==> src/hw/rtl/mvcrc_pkg.sv <==
// Shared types, register indexes and the CRC table-entry function.
`timescale 1ns / 1ps
package mvcrc_pkg;

    localparam logic [1:0] REG_CRC_TYPE      = 2'd0;
    localparam logic [1:0] REG_INIT_VAL      = 2'd1;
    localparam logic [1:0] REG_XOR_OUT       = 2'd2;
    localparam logic [1:0] REG_RESULT_LE     = 2'd3;

    localparam logic [2:0] VAR_CRC8_07      = 3'd0;
    localparam logic [2:0] VAR_CRC16_8005   = 3'd1;
    localparam logic [2:0] VAR_CRC16_1021   = 3'd2;
    localparam logic [2:0] VAR_CRC32_MSB    = 3'd3;
    localparam logic [2:0] VAR_CRC32_REFL   = 3'd4;
    localparam logic [2:0] VAR_CRC16_002D   = 3'd5;

    localparam logic [2:0] LEN_ONE  = 3'd1;
    localparam logic [2:0] LEN_TWO  = 3'd2;
    localparam logic [2:0] LEN_FOUR = 3'd4;

    typedef struct packed {
        logic [2:0]  crc_type;
        logic [31:0] init_val;
        logic [31:0] xor_out;
        logic        result_little_endian;
    } cfg_t;

    function automatic logic [2:0] variant_of(input logic [2:0] t);
        logic [2:0] v;
        v = (t > VAR_CRC16_002D) ? VAR_CRC8_07 : t;
        return v;
    endfunction

    function automatic logic [31:0] swap32(input logic [31:0] x);
        return {x[7:0], x[15:8], x[23:16], x[31:24]};
    endfunction

    function automatic logic [31:0] crc_entry(input logic [2:0] v, input logic [7:0] idx);
        logic [31:0] aligned;
        logic [31:0] c;
        unique case (v)
            VAR_CRC16_8005: aligned = 32'h8005_0000;
            VAR_CRC16_1021: aligned = 32'h1021_0000;
            VAR_CRC32_MSB:  aligned = 32'h04C1_1DB7;
            VAR_CRC16_002D: aligned = 32'h002D_0000;
            default:        aligned = 32'h0700_0000;
        endcase
        if (v == VAR_CRC32_REFL) begin
            c = {24'd0, idx};
            for (int j = 0; j < 8; j++) begin
                c = {1'b0, c[31:1]} ^ (c[0] ? 32'hEDB8_8320 : 32'd0);
            end
            return c;
        end else begin
            c = {idx, 24'd0};
            for (int j = 0; j < 8; j++) begin
                c = {c[30:0], 1'b0} ^ (c[31] ? aligned : 32'd0);
            end
            return swap32(c);
        end
    endfunction

endpackage

==> src/hw/rtl/multi_variant_crc_byte_engine.sv <==
// Top level of the byte-wise multi-variant CRC engine.
//
//  Channel   Dir  Handshake             Payload
//  s_        in   s_tvalid/s_tready     tdata: data_byte; tuser: restart
//  m_        out  m_tvalid/m_tready     tdata: crc_value, final_value, res_len
//  cfg_      in   cfg_valid/cfg_ready   cfg_index, cfg_data
//
// One byte per cycle sustained while m_tready is high; each byte passes the input register, then the output register.
// The CRC register feeds back to itself through the eight-step table entry.
// aresetn is synchronous: it clears the CRC register, the configuration and valids.
// A stalled m_ side holds one result and one buffered input, then drops s_tready.
`timescale 1ns / 1ps
module multi_variant_crc_byte_engine
    import mvcrc_pkg::*;
(
    input  logic        aclk,
    input  logic        aresetn,
    input  logic        s_tvalid,
    output logic        s_tready,
    input  logic [7:0]  s_tdata,   // [7:0] data_byte
    input  logic [0:0]  s_tuser,   // [0] restart
    output logic        m_tvalid,
    input  logic        m_tready,
    output logic [71:0] m_tdata,   // [31:0] crc_value, [63:32] final_value, [66:64] res_len
    input  logic        cfg_valid,
    output logic        cfg_ready,
    input  logic [1:0]  cfg_index,
    input  logic [31:0] cfg_data
);

    cfg_t       cfg;
    logic       in_valid;
    logic       in_take;
    logic [7:0] in_byte;
    logic       in_restart;

    mvcrc_cfg_regs u_cfg (
        .aclk      (aclk),
        .aresetn   (aresetn),
        .cfg_valid (cfg_valid),
        .cfg_ready (cfg_ready),
        .cfg_index (cfg_index),
        .cfg_data  (cfg_data),
        .cfg       (cfg)
    );

    mvcrc_in_stage u_in (
        .aclk       (aclk),
        .aresetn    (aresetn),
        .s_tvalid   (s_tvalid),
        .s_tready   (s_tready),
        .s_tdata    (s_tdata),
        .s_tuser    (s_tuser),
        .in_valid   (in_valid),
        .in_take    (in_take),
        .in_byte    (in_byte),
        .in_restart (in_restart)
    );

    mvcrc_core u_core (
        .aclk       (aclk),
        .aresetn    (aresetn),
        .cfg        (cfg),
        .in_valid   (in_valid),
        .in_take    (in_take),
        .in_byte    (in_byte),
        .in_restart (in_restart),
        .m_tvalid   (m_tvalid),
        .m_tready   (m_tready),
        .m_tdata    (m_tdata)
    );

endmodule

==> src/hw/rtl/mvcrc_cfg_regs.sv <==
// Configuration register file written through the index/data channel.
`timescale 1ns / 1ps
module mvcrc_cfg_regs
    import mvcrc_pkg::*;
(
    input  logic        aclk,
    input  logic        aresetn,
    input  logic        cfg_valid,
    output logic        cfg_ready,
    input  logic [1:0]  cfg_index,
    input  logic [31:0] cfg_data,
    output cfg_t        cfg
);

    cfg_t cfg_reg;

    assign cfg_ready = 1'b1;
    assign cfg       = cfg_reg;

    always_ff @(posedge aclk) begin
        if (!aresetn) begin
            cfg_reg <= '0;
        end else if (cfg_valid) begin
            unique case (cfg_index)
                REG_CRC_TYPE:      cfg_reg.crc_type <= cfg_data[2:0];
                REG_INIT_VAL:      cfg_reg.init_val <= cfg_data;
                REG_XOR_OUT:       cfg_reg.xor_out <= cfg_data;
                REG_RESULT_LE:     cfg_reg.result_little_endian <= cfg_data[0];
                default:           cfg_reg <= cfg_reg;
            endcase
        end
    end

endmodule

==> src/hw/rtl/mvcrc_in_stage.sv <==
// Input register holding one accepted byte and its restart flag.
`timescale 1ns / 1ps
module mvcrc_in_stage (
    input  logic       aclk,
    input  logic       aresetn,
    input  logic       s_tvalid,
    output logic       s_tready,
    input  logic [7:0] s_tdata,
    input  logic [0:0] s_tuser,
    output logic       in_valid,
    input  logic       in_take,
    output logic [7:0] in_byte,
    output logic       in_restart
);

    logic       valid_reg;
    logic [7:0] byte_reg;
    logic       restart_reg;

    assign s_tready   = !valid_reg || in_take;
    assign in_valid   = valid_reg;
    assign in_byte    = byte_reg;
    assign in_restart = restart_reg;

    always_ff @(posedge aclk) begin
        if (!aresetn) begin
            valid_reg <= 1'b0;
        end else if (s_tready) begin
            valid_reg <= s_tvalid;
        end
    end

    always_ff @(posedge aclk) begin
        if (s_tvalid && s_tready) begin
            byte_reg    <= s_tdata;
            restart_reg <= s_tuser[0];
        end
    end

endmodule

==> src/hw/rtl/mvcrc_core.sv <==
// CRC register update, result formatting and output register.
`timescale 1ns / 1ps
module mvcrc_core
    import mvcrc_pkg::*;
(
    input  logic        aclk,
    input  logic        aresetn,
    input  cfg_t        cfg,
    input  logic        in_valid,
    output logic        in_take,
    input  logic [7:0]  in_byte,
    input  logic        in_restart,
    output logic        m_tvalid,
    input  logic        m_tready,
    output logic [71:0] m_tdata
);

    logic [31:0] crc_reg;
    logic [31:0] crc_next;
    logic        out_valid_reg;
    logic [31:0] res_reg;
    logic [31:0] fin_reg;
    logic [2:0]  len_reg;
    logic [2:0]  variant;
    logic [31:0] base;
    logic [31:0] res_next;
    logic [31:0] fin_next;
    logic [2:0]  len_next;
    logic        out_free;

    assign out_free = !out_valid_reg || m_tready;
    assign in_take  = in_valid && out_free;
    assign variant  = variant_of(cfg.crc_type);
    assign base     = in_restart ? cfg.init_val : crc_reg;
    assign crc_next = crc_entry(variant, base[7:0] ^ in_byte) ^ {8'd0, base[31:8]};
    assign res_next = crc_next ^ cfg.xor_out;

    always_comb begin
        unique case (variant)
            VAR_CRC32_MSB, VAR_CRC32_REFL: begin
                len_next = LEN_FOUR;
                fin_next = cfg.result_little_endian ? swap32(res_next) : res_next;
            end
            VAR_CRC16_8005, VAR_CRC16_1021, VAR_CRC16_002D: begin
                len_next = LEN_TWO;
                fin_next = cfg.result_little_endian ?
                           {16'd0, res_next[7:0], res_next[15:8]} :
                           {16'd0, res_next[15:0]};
            end
            default: begin
                len_next = LEN_ONE;
                fin_next = {24'd0, res_next[7:0]};
            end
        endcase
    end

    assign m_tvalid = out_valid_reg;
    assign m_tdata  = {5'd0, len_reg, fin_reg, res_reg};

    always_ff @(posedge aclk) begin
        if (!aresetn) begin
            crc_reg       <= '0;
            out_valid_reg <= 1'b0;
        end else begin
            if (in_take) begin
                crc_reg <= crc_next;
            end
            if (out_free) begin
                out_valid_reg <= in_valid;
            end
        end
    end

    always_ff @(posedge aclk) begin
        if (in_take) begin
            res_reg <= res_next;
            fin_reg <= fin_next;
            len_reg <= len_next;
        end
    end

endmodule

==> config.mk <==
export PLATFORM = sky130hd
export DESIGN_NAME = multi_variant_crc_byte_engine
export DESIGN_NICKNAME = d
export VERILOG_FILES = /design/src/hw/rtl/mvcrc_pkg.sv /design/src/hw/rtl/multi_variant_crc_byte_engine.sv /design/src/hw/rtl/mvcrc_cfg_regs.sv /design/src/hw/rtl/mvcrc_in_stage.sv /design/src/hw/rtl/mvcrc_core.sv
export SDC_FILE = /design/constraint.sdc
export NUM_CORES = 1
export LEC_CHECK = 0
export BUFFER_PORTS_ARGS = -buffer_cell sky130_fd_sc_hd__buf_2
export CAP_MARGIN = 0
export CORE_MARGIN = 1.5
export CORE_UTILIZATION = 59
export DETAILED_ROUTE_END_ITERATION = 16
export PLACE_DENSITY_LB_ADDON = 0.12
export SLEW_MARGIN = 20
export SYNTH_ARGS = -nofsm -noshare
export SYNTH_HDL_FRONTEND = slang
export SYNTH_SLANG_ARGS = --single-unit
export TNS_END_PERCENT = 10
==> constraint.sdc <==
create_clock -name aclk -period 4.39 [get_ports aclk]
set_input_delay 0.2195 -clock aclk [delete_from_list [all_inputs] [get_ports aclk]]
set_output_delay 0.2195 -clock aclk [all_outputs]
set_load 0.01 [all_outputs]
==> run metrics <==
hold-critical path endpoint u_in.in_valid$_SDFFE_PN0N_; instance count after placement with tap cells included 1,448; Setup crit end kind register; YS warnings 0; relative area change from synthesis to final layout 17.0%; Fin Clk Skew 0.0158 ns; number of DRC markers in iteration 0 1,111; quantity of I/O buffers inserted on ports 116; post-placement setup slack 0.103 ns; Leakage Power 4.91 nW; outcome finished, final reports clean; total gr overflow 0; arrival time at the worst endpoint 4.40 ns; area of the mapped netlist 10,500 µm²; CTS buffer count 17; clock slew at the register clock pins of the worst setup and hold paths 0.07 ns; Final Hold Violating Endpoints 0; count of vias placed by the detailed router 9,087; Slew HR 26.5%; final setup fails 0; most common flop cell mapped by yosys sky130_fd_sc_hd__dfxtp_1; clock latency of the later-clocked register in the worst-skew pair 0.44 ns; instance count of the mapped netlist 1,109; Min-Delay Startpoint s_tvalid; shortest clock period the worst path allows after layout 4.22 ns; Post-Synth Simple-Gate Area 14.6%; required time at the worst-slack endpoint 4.57 ns; max capacitance violation total 0; clock buffer depth 2; Core Rows 48; endpoint of the worst register-to-register path u_core.fin_reg[12]$_DFFE_PP_; syn_area_per_cell 9.44 µm²; vias in the first global route 8,347; die boundary width 136 µm; ratio of total power to cell area 433 nW/µm²; non-filler instance count after layout 1,491; most common library cell in the layout ignoring fill and taps sky130_fd_sc_hd__nand2_1; cell chosen for the clock root sky130_fd_sc_hd__clkbuf_16; post-DR vias/cell 6.09; Routability Congestion 1.01; global-route met1 utilization 51.0%; instance count along the most critical hold path 3; post-synth cell types 83; antenna violations before repair 0; die area 18,500 µm²; number of flip-flops under the largest register name 68; EDFF count, synth 76; total iterations of the first detailed-routing run 6; multiplexer area fraction after synthesis 5.06%; final instance area 12,200 µm²; global-route wire length before repair 49.0 mm; Compound-Gate Fraction of Synth Area 16.2%; largest net degree at the start of global routing 96; FFs w/ async S/R, synth 0%; register-to-register path setup slack 0.17 ns; met3 track utilization from global routing 8.05%; maximum fanout encountered on the critical timing path 10; startpoint of the worst-slack reg-to-reg timing path u_in.in_restart$_DFFE_PP_; DP Area 11,500 µm²; worst IR drop on VDD 334 µV; TritonCTS sink count 178; xor-xnor portion of the synthesized cell area 18.8%; DRC 0; fin. max-slew vios 0; ratio of cells with drive above 1 in the final layout 21.1%; most used cells in the layout excluding fill and tap cells 205 x sky130_fd_sc_hd__nand2_1, 118 x sky130_fd_sc_hd__a21oi_1, 116 x sky130_fd_sc_hd__buf_2; HPWL after detailed placement 24.0 mm; main combinational cell family by area after synthesis XOR/XNOR gates; routing usage on met2 54.3%; fraction of the yosys area taken by sequential cells 41.3%; synthesized flop and latch total 178; number of top-level pins 123; core region area 17,300 µm²; diode insertion count for antenna repair 0; Die Span Y 136 µm; final sum of negative setup slack 0 ns; initial standard-cell utilization of the core 60.5%; critical path class register to register; most crowded layer after global routing met2; worst reg-to-reg path cell count 10; actual slew at the worst max-slew pin 1.10 ns; Tot GR Track Use 36.1%; Pwr Total 5.30 mW; number of levels the H-tree was split into 4; adder-cell share of the synthesized area 0%; Routed Antenna Nets 0; setup repair after global routing missed its margin no; NumNets Final 1,301; kind of launch point of the worst setup path register; TritonCTS clock tree built; WL final 33.1 mm; class of the most critical hold timing path primary input to register; maximum frequency from static timing analysis 237 MHz; final worst slack 0.168 ns; share of the clock period used by the worst path 96.2%; wire per inst 22.2 µm
==> metal layers <==
metal	vias to the layer above	routed length (µm)
met5	-	0
met4	0	960
met3	74	3780
met2	563	14800
met1	4310	13600
li1	4140	-
==> cells by family (layout without fill, tap and decap cells) <==
family,Yosys count,count (layout)
simple gates,364,364
compound gates,259,259
flops,178,178
xor+xnor,164,164
buf+inv,96,249
mux,46,46
other cells,2,6
==> power by group <==
group | internal (mW) | switching, mW | leakage (nW) | total (mW)
clock network | 0.809 | 0.742 | 0.280 | 1.55
logic | 0.760 | 1.07 | 3.08 | 1.83
registers | 1.86 | 0.0566 | 1.56 | 1.92
==> through the flow <==
step / utilization, % / hold WS, ns
after floorplan: - / 0.318
after global placement: 66.7 / 0.396
after detailed placement: 66.7 / 0.398
after CTS: 70.6 / 0.0106
after global routing: 70.8 / 0.0276
final: 70.8 / 0.0117
==> synth_stat cells, types with 5 or more instances <==
library cell	n	area (µm²)
sky130_fd_sc_hd__o211ai_1	7	52.6
sky130_fd_sc_hd__xor2_1	35	307
sky130_fd_sc_hd__mux2i_1	37	370
sky130_fd_sc_hd__xnor3_1	19	428
sky130_fd_sc_hd__buf_1	5	18.8
sky130_fd_sc_hd__a22o_1	5	43.8
sky130_fd_sc_hd__xor3_1	5	119
sky130_fd_sc_hd__a21o_1	7	52.6
sky130_fd_sc_hd__clkbuf_1	56	210
sky130_fd_sc_hd__a32oi_1	5	43.8
sky130_fd_sc_hd__xnor2_2	10	163
sky130_fd_sc_hd__and3_1	5	31.3
sky130_fd_sc_hd__edfxtp_1	76	2280
sky130_fd_sc_hd__a21oi_1	118	591
sky130_fd_sc_hd__nand2_1	205	769
sky130_fd_sc_hd__o21ai_0	24	120
sky130_fd_sc_hd__o22ai_1	14	87.6
sky130_fd_sc_hd__nand2b_1	5	31.3
sky130_fd_sc_hd__dfxtp_1	102	2040
sky130_fd_sc_hd__nor2_1	95	357
sky130_fd_sc_hd__xnor2_1	86	753
sky130_fd_sc_hd__a31oi_1	5	31.3
sky130_fd_sc_hd__a22oi_1	8	60.1
sky130_fd_sc_hd__buf_4	8	60.1
sky130_fd_sc_hd__nand3_1	9	45.0
sky130_fd_sc_hd__nor2b_1	5	31.3
sky130_fd_sc_hd__inv_1	18	67.6
sky130_fd_sc_hd__a211oi_1	21	158
sky130_fd_sc_hd__nor3_1	19	95.1
==> worst max-delay path, cell delays in order (launching register included) <==
cell and delay, ns:
sky130_fd_sc_hd__edfxtp_1 0.59, sky130_fd_sc_hd__mux2i_4 0.39, sky130_fd_sc_hd__xor2_4 0.46, sky130_fd_sc_hd__xnor3_1 0.35
sky130_fd_sc_hd__xnor3_1 0.48, sky130_fd_sc_hd__a21o_1 0.24, sky130_fd_sc_hd__a31oi_1 0.20, sky130_fd_sc_hd__xnor2_1 0.18
sky130_fd_sc_hd__o21ai_2 0.29, sky130_fd_sc_hd__xnor3_1 0.42, sky130_fd_sc_hd__a221o_1 0.37
==> how the worst max path moves through the flow <==
stage	start	endpoint	slack, ns	depth (start not counted)
final	u_in.in_restart$_DFFE_PP_	u_core.fin_reg[12]$_DFFE_PP_	0.17	10
after global placement	u_in.in_restart$_DFFE_PP_	u_core.fin_reg[4]$_DFFE_PP_	0.15	10
after global routing	u_in.in_restart$_DFFE_PP_	u_core.fin_reg[4]$_DFFE_PP_	0.04	11
after detailed placement	u_in.in_restart$_DFFE_PP_	u_core.fin_reg[12]$_DFFE_PP_	0.10	11
after CTS	u_in.in_restart$_DFFE_PP_	u_core.fin_reg[12]$_DFFE_PP_	0.01	10
after floorplan	u_in.in_restart$_DFFE_PP_	u_core.fin_reg[16]$_DFFE_PP_	0.74	14
==> area by class of cell <==
class / count / area (µm²)
clock buffer: 17 / 425
timing repair buffer: 197 / 1210
fill: 1397 / 5050
sequential: 178 / 4320
clock inverter: 15 / 164
inverter: 20 / 80.1
multi-input combinational: 839 / 5760
tap: 225 / 282
==> timing repair <==
action,4_1_cts,5_1_grt
hold endpoints to repair,9,0
resized for setup,0,3
setup endpoints to repair,0,9
hold buffers,9,0
setup buffers,0,2
Power figures use the tool's default switching activity.
